`config.mk`:
```
export PLATFORM = sky130hd
export DESIGN_NAME = lpmf_front
export DESIGN_NICKNAME = d
export VERILOG_FILES = /design/src/hw/rtl/lpmf_pkg.sv /design/src/hw/rtl/lpmf_front.sv
export SDC_FILE = /design/constraint.sdc
export NUM_CORES = 1
export LEC_CHECK = 0
export BUFFER_PORTS_ARGS = -buffer_cell sky130_fd_sc_hd__buf_2
export CAP_MARGIN = 10
export CORE_ASPECT_RATIO = 0.9
export CORE_MARGIN = 3
export CORE_UTILIZATION = 45
export DETAILED_ROUTE_END_ITERATION = 7
export PLACE_DENSITY = 0.73
export RECOVER_POWER = 100
export SLEW_MARGIN = 20
export SYNTH_ARGS = -nofsm -noshare
export SYNTH_HDL_FRONTEND = slang
export SYNTH_SLANG_ARGS = --single-unit
```
`constraint.sdc`:
```
create_clock -name clk -period 1.9 [get_ports clk]
set_input_delay 0.285 -clock clk [delete_from_list [all_inputs] [get_ports clk]]
set_output_delay 0.285 -clock clk [all_outputs]
set_load 0.02 [all_outputs]
```
`src/hw/rtl/lpmf_pkg.sv`:
```
package lpmf_pkg;

  localparam int WORD_W   = 32;
  localparam int LEN_W    = 9;
  localparam int WCNT_W   = LEN_W - 1;
  localparam int STATUS_W = 3;

  // Byte lane select within a word
  localparam logic [1:0] LANE_MASK = 2'b11;

  localparam logic [STATUS_W-1:0] ST_PUSH_OK   = 3'd0;
  localparam logic [STATUS_W-1:0] ST_PUSH_DROP = 3'd1;
  localparam logic [STATUS_W-1:0] ST_POP_DATA  = 3'd2;
  localparam logic [STATUS_W-1:0] ST_POP_EMPTY = 3'd3;
  localparam logic [STATUS_W-1:0] ST_POP_SMALL = 3'd4;

  localparam int CMDQ_DEPTH = 2;
  localparam int CMDQ_AW    = 1;
  localparam int CMDQ_CW    = 2;

  typedef enum logic [1:0] {
    K_PUSH_FIRST = 2'd0,
    K_PUSH_DATA  = 2'd1,
    K_POP        = 2'd2
  } cmd_kind_t;

  typedef struct packed {
    cmd_kind_t          kind;
    logic [LEN_W-1:0]   byte_count;
    logic [WORD_W-1:0]  data_word;
  } lpmf_cmd_t;

  // Whole words needed for a byte length
  function automatic logic [WCNT_W-1:0] words_of(input logic [LEN_W-1:0] len);
    logic [LEN_W:0] s;
    s = {1'b0, len} + (LEN_W + 1)'(3);
    return s[LEN_W:2];
  endfunction

  // Keep only the valid low bytes of the final word
  function automatic logic [WORD_W-1:0] last_mask(input logic [LEN_W-1:0] len);
    logic [1:0] rem;
    rem = len[1:0] & LANE_MASK;
    case (rem)
      2'd1:    return 32'h0000_00FF;
      2'd2:    return 32'h0000_FFFF;
      2'd3:    return 32'h00FF_FFFF;
      default: return 32'hFFFF_FFFF;
    endcase
  endfunction

endpackage

```
`src/hw/rtl/lpmf_front.sv`:
```
module lpmf_front (
  input  logic                         clk,
  input  logic                         rst_n,
  input  logic                         in_valid,
  output logic                         in_ready,
  input  logic                         in_opcode,
  input  logic                         in_first_beat,
  input  logic [lpmf_pkg::LEN_W-1:0]   in_byte_count,
  input  logic [lpmf_pkg::WORD_W-1:0]  in_data_word,
  output logic                         cmd_valid,
  input  logic                         cmd_ready,
  output lpmf_pkg::lpmf_cmd_t          cmd
);

  import lpmf_pkg::*;

  lpmf_cmd_t            in_cmd;
  lpmf_cmd_t            q_r [CMDQ_DEPTH];
  logic [CMDQ_AW-1:0]   wr_idx_r, wr_idx_nxt;
  logic [CMDQ_AW-1:0]   rd_idx_r, rd_idx_nxt;
  logic [CMDQ_CW-1:0]   cnt_r, cnt_nxt;
  logic                 push, pop;

  // Classify the word
  always_comb begin
    in_cmd.byte_count = in_byte_count;
    in_cmd.data_word  = in_data_word;
    if (in_opcode) begin
      in_cmd.kind = K_POP;
    end else if (in_first_beat) begin
      in_cmd.kind = K_PUSH_FIRST;
    end else begin
      in_cmd.kind = K_PUSH_DATA;
    end
  end

  assign in_ready  = (cnt_r != CMDQ_CW'(CMDQ_DEPTH));
  assign cmd_valid = (cnt_r != '0);
  assign cmd       = q_r[rd_idx_r];
  assign push      = in_valid && in_ready;
  assign pop       = cmd_valid && cmd_ready;

  assign wr_idx_nxt = push ? wr_idx_r + 1'b1 : wr_idx_r;
  assign rd_idx_nxt = pop ? rd_idx_r + 1'b1 : rd_idx_r;
  assign cnt_nxt    = cnt_r + CMDQ_CW'(push) - CMDQ_CW'(pop);

  always_ff @(posedge clk) begin
    if (!rst_n) begin
      wr_idx_r <= '0;
      rd_idx_r <= '0;
      cnt_r    <= '0;
    end else begin
      wr_idx_r <= wr_idx_nxt;
      rd_idx_r <= rd_idx_nxt;
      cnt_r    <= cnt_nxt;
    end
  end

  always_ff @(posedge clk) begin
    if (push) begin
      q_r[wr_idx_r] <= in_cmd;
    end
  end

endmodule

```
==> metrics.md <==
| Metric | Value |
|---|---|
| Die area | 8597 um^2 |
| PwrDens | 1169 nW/um^2 |
| Fillers | 578 |
| Via density | 4.866 |
| Syn nets | 212 |
| CTS root buffer | clkbuf_8 |
| Met2 global-route usage | a little under a quarter |
| Clock latency on the worst-skew pair | 340 ps |
| Count leader, synth | edfxtp_1 |
| # setup viols final | 0 |
| IO Pins | 92 |
| Reg clk slew, reported paths | 80 ps |
| Dpl hpwl | 4.001 mm |
| Hold Crit Class | in -> reg |
| Pre-CTS WS | 408.2 ps |
| Gate Count Post-Synth | 164 |
| Final Net Count | 315 |
| Die X | 97.40 um |
| Rel. slew slack | 71.90% |
| Number of diodes | 0 |
| DRC | 0 |
| Critical path launch point type | flip-flop |
| GRT overflow | 0 |
| Synth area leaders | edfxtp_1 (76%), mux2_1 (13%), dfxtp_1 (3.0%) |
| Share of cells above drive strength 1 | 33.46% |
| Initial Util | 47.09% |
| Final Wtd Congestion | 0.7132 |
| Async set or reset register ratio after synthesis | 0% |
| WP data required | 1620 ps |
| Max Slew Vio Count | 0 |
| First-pass GRT wire length | a little over 9 mm |
| Synth cell count leaders | edfxtp_1 (86), mux2_1 (40), dfxtp_1 (5) |
| Synth top area share | between 70 and 80% |
| CTS Buf Count | 9 |
| Initial antenna violation count | 0 |
| Final Cycle Share | 93.04% |
| Clock sink count | 91 |
| Met1 GRT Util | 17.95% |
| Tot GR Track Use | 14.22% |
| Fmax | between 0.5 and 0.6 GHz |
| Deepest clock path buffer count | 2 |
| Vias in the first global route | 1866 |
| Floorplan core area | 7184 um^2 |
| DRT Pass-1 Iters | 4 |
| TNS Setup | 0 ps |
| PnR worst setup slack | between 100 and 150 ps |
| DR iter-0 viols | 58 |
| Met3 GRT Util | around 4.0% |
| Setup crit end kind | primary output |
| Post-synth EDFFs | 86 |
| Slew @ Worst Pin | 421.5 ps |
| Distinct cells, synth | 25 |
| Min Tclk post-route | 1768 ps |
| H-tree depth | 3 |
| Largest area contributor in the netlist | edfxtp_1 |
| Post-CTS setup buffer count | 0 |
| Clk_skew | about 11 ps |
| LEAKAGE | 1.490 nW |
| CTS tree | yes |
| Sequential-to-total area share from yosys stat | between 70% and 80% |
| GRT busiest layer | met2 |
| Register Area | 2684 um^2 |
| Yosys reg bits | roughly 90 |
| Aggregate routed wire length | 5.773 mm |
| Arr. time, crit path | 1480 ps |
| Max FO, Critical Path | 28 |
| Die height | 88.26 um |
| Footprint of the multi-input gates | about 650 um^2 |
| RSZ-0062 raised after global routing | no |
| Maximum vdd drop | 0.4790 mV |
| Hold-fix buffers, CTS | 0 |
| Port Buffers | 91 |
| Post-cts resize count | 0 |
| Syn Std Cell Area | 3383 um^2 |
| Synth warn | 0 |
| Area grow syn2layout | 20.78% |
| Drt wl/cell | 15.82 um |
| Crit Path Category | reg -> out |
| Via count | roughly 1800 |
| Status | completed |
| Synth Area per Inst | a little over 20 um^2 |
| Primary FF master, synth | edfxtp_1 |
| Largest net degree at the start of global routing | 29 |
| Final hold violation count | 0 |
| ANT nets after route | 0 |
| Maxcap violations | 0 |
| Rows | 29 |
==> cell families (layout without fill, tap and decap cells) <==
| group | Yosys count | count (layout) | synth area share, % |
|---|---|---|---|
| multiplexers | 44 | 44 | 14.61 |
| AO/OA/AOI/OAI | 7 | 7 | 1.590 |
| XOR/XNOR | 1 | 1 | 0.2589 |
| buffers and inverters | 6 | 114 | 1.590 |
| adder cells (fa/ha/maj) | 1 | 1 | 0.3698 |
| flip-flops | 91 | 91 | 79.29 |
| AND/OR/NAND/NOR | 14 | 14 | 2.293 |
==> registers in the layout (all words and copies together), names as in the netlist, named ones only <==
register  flops
wr_idx_r      1
cnt_r         2
rd_idx_r      1
q_r          86
==> where the power goes <==
group / leakage [nW] / internal (mW) / switching [mW]
clock network: 0.0742 / 0.475 / 0.611
logic: 0.569 / 0.443 / 0.744
registers: 0.847 / 2.44 / 0.0665
==> final cells by class <==
type	instances	share of cell area [%]
clock buffer	12	3.307
tap	93	2.848
multi-input combinational	67	15.86
clock inverter	4	0.6736
timing repair buffer	97	11.45
sequential	91	65.68
inverter	1	0.1837
==> final timing paths <==
check	slack, ps	end	start	depth (start not counted)
setup / recovery	130	cmd[22]	flip-flop	3
hold / removal	130	q_r[0][7]$_DFFE_PP_	in_data_word[7]	1
setup reg to reg	240	q_r[0][13]$_DFFE_PP_	cnt_r[0]$_SDFF_PN0_	4
hold reg to reg	580	flip-flop	rd_idx_r$_SDFFE_PN0P_	2
==> cell usage in the layout (no fill, tap or decap), types with 3 or more instances in the layout <==
cell        instances
mux2_1             40
clkbuf_2           42
edfxtp_1           86
clkbuf_8            9
mux2_2              3
dfxtp_1             4
buf_2              26
clkinvlp_4          3
clkbuf_4            3
clkbuf_1           28
nor2_1              3
==> per-stage QoR <==
stage	total power, mW	area [um^2]	instances	utilization (%)	hold slack [ps]
after global placement	3.788	3994	349	55.59	473.4
final	4.777	4086	365	56.88	132.4
after floorplan	3.384	3388	164	-	383.9
after CTS	4.900	4156	365	57.85	106.0
after global routing	5.052	4086	365	56.88	108.2
after detailed placement	3.807	3994	349	55.59	477.0
==> critical path, stage by stage, from the launching register on <==
cell and delay, ps:
dfxtp_2 340, buf_6 270, mux2_1 370, clkbuf_2 160
==> routing by layer <==
| layer | share of wire, % | up-vias |
|---|---|---|
| met2 | 50 | 60 |
| met5 | 0 | - |
| met4 | 1.6 | 0 |
| met3 | 5.9 | 9 |
| met1 | 43 | 864 |
| li1 | - | 843 |
No activity file was read; power rests on OpenSTA's default activity.
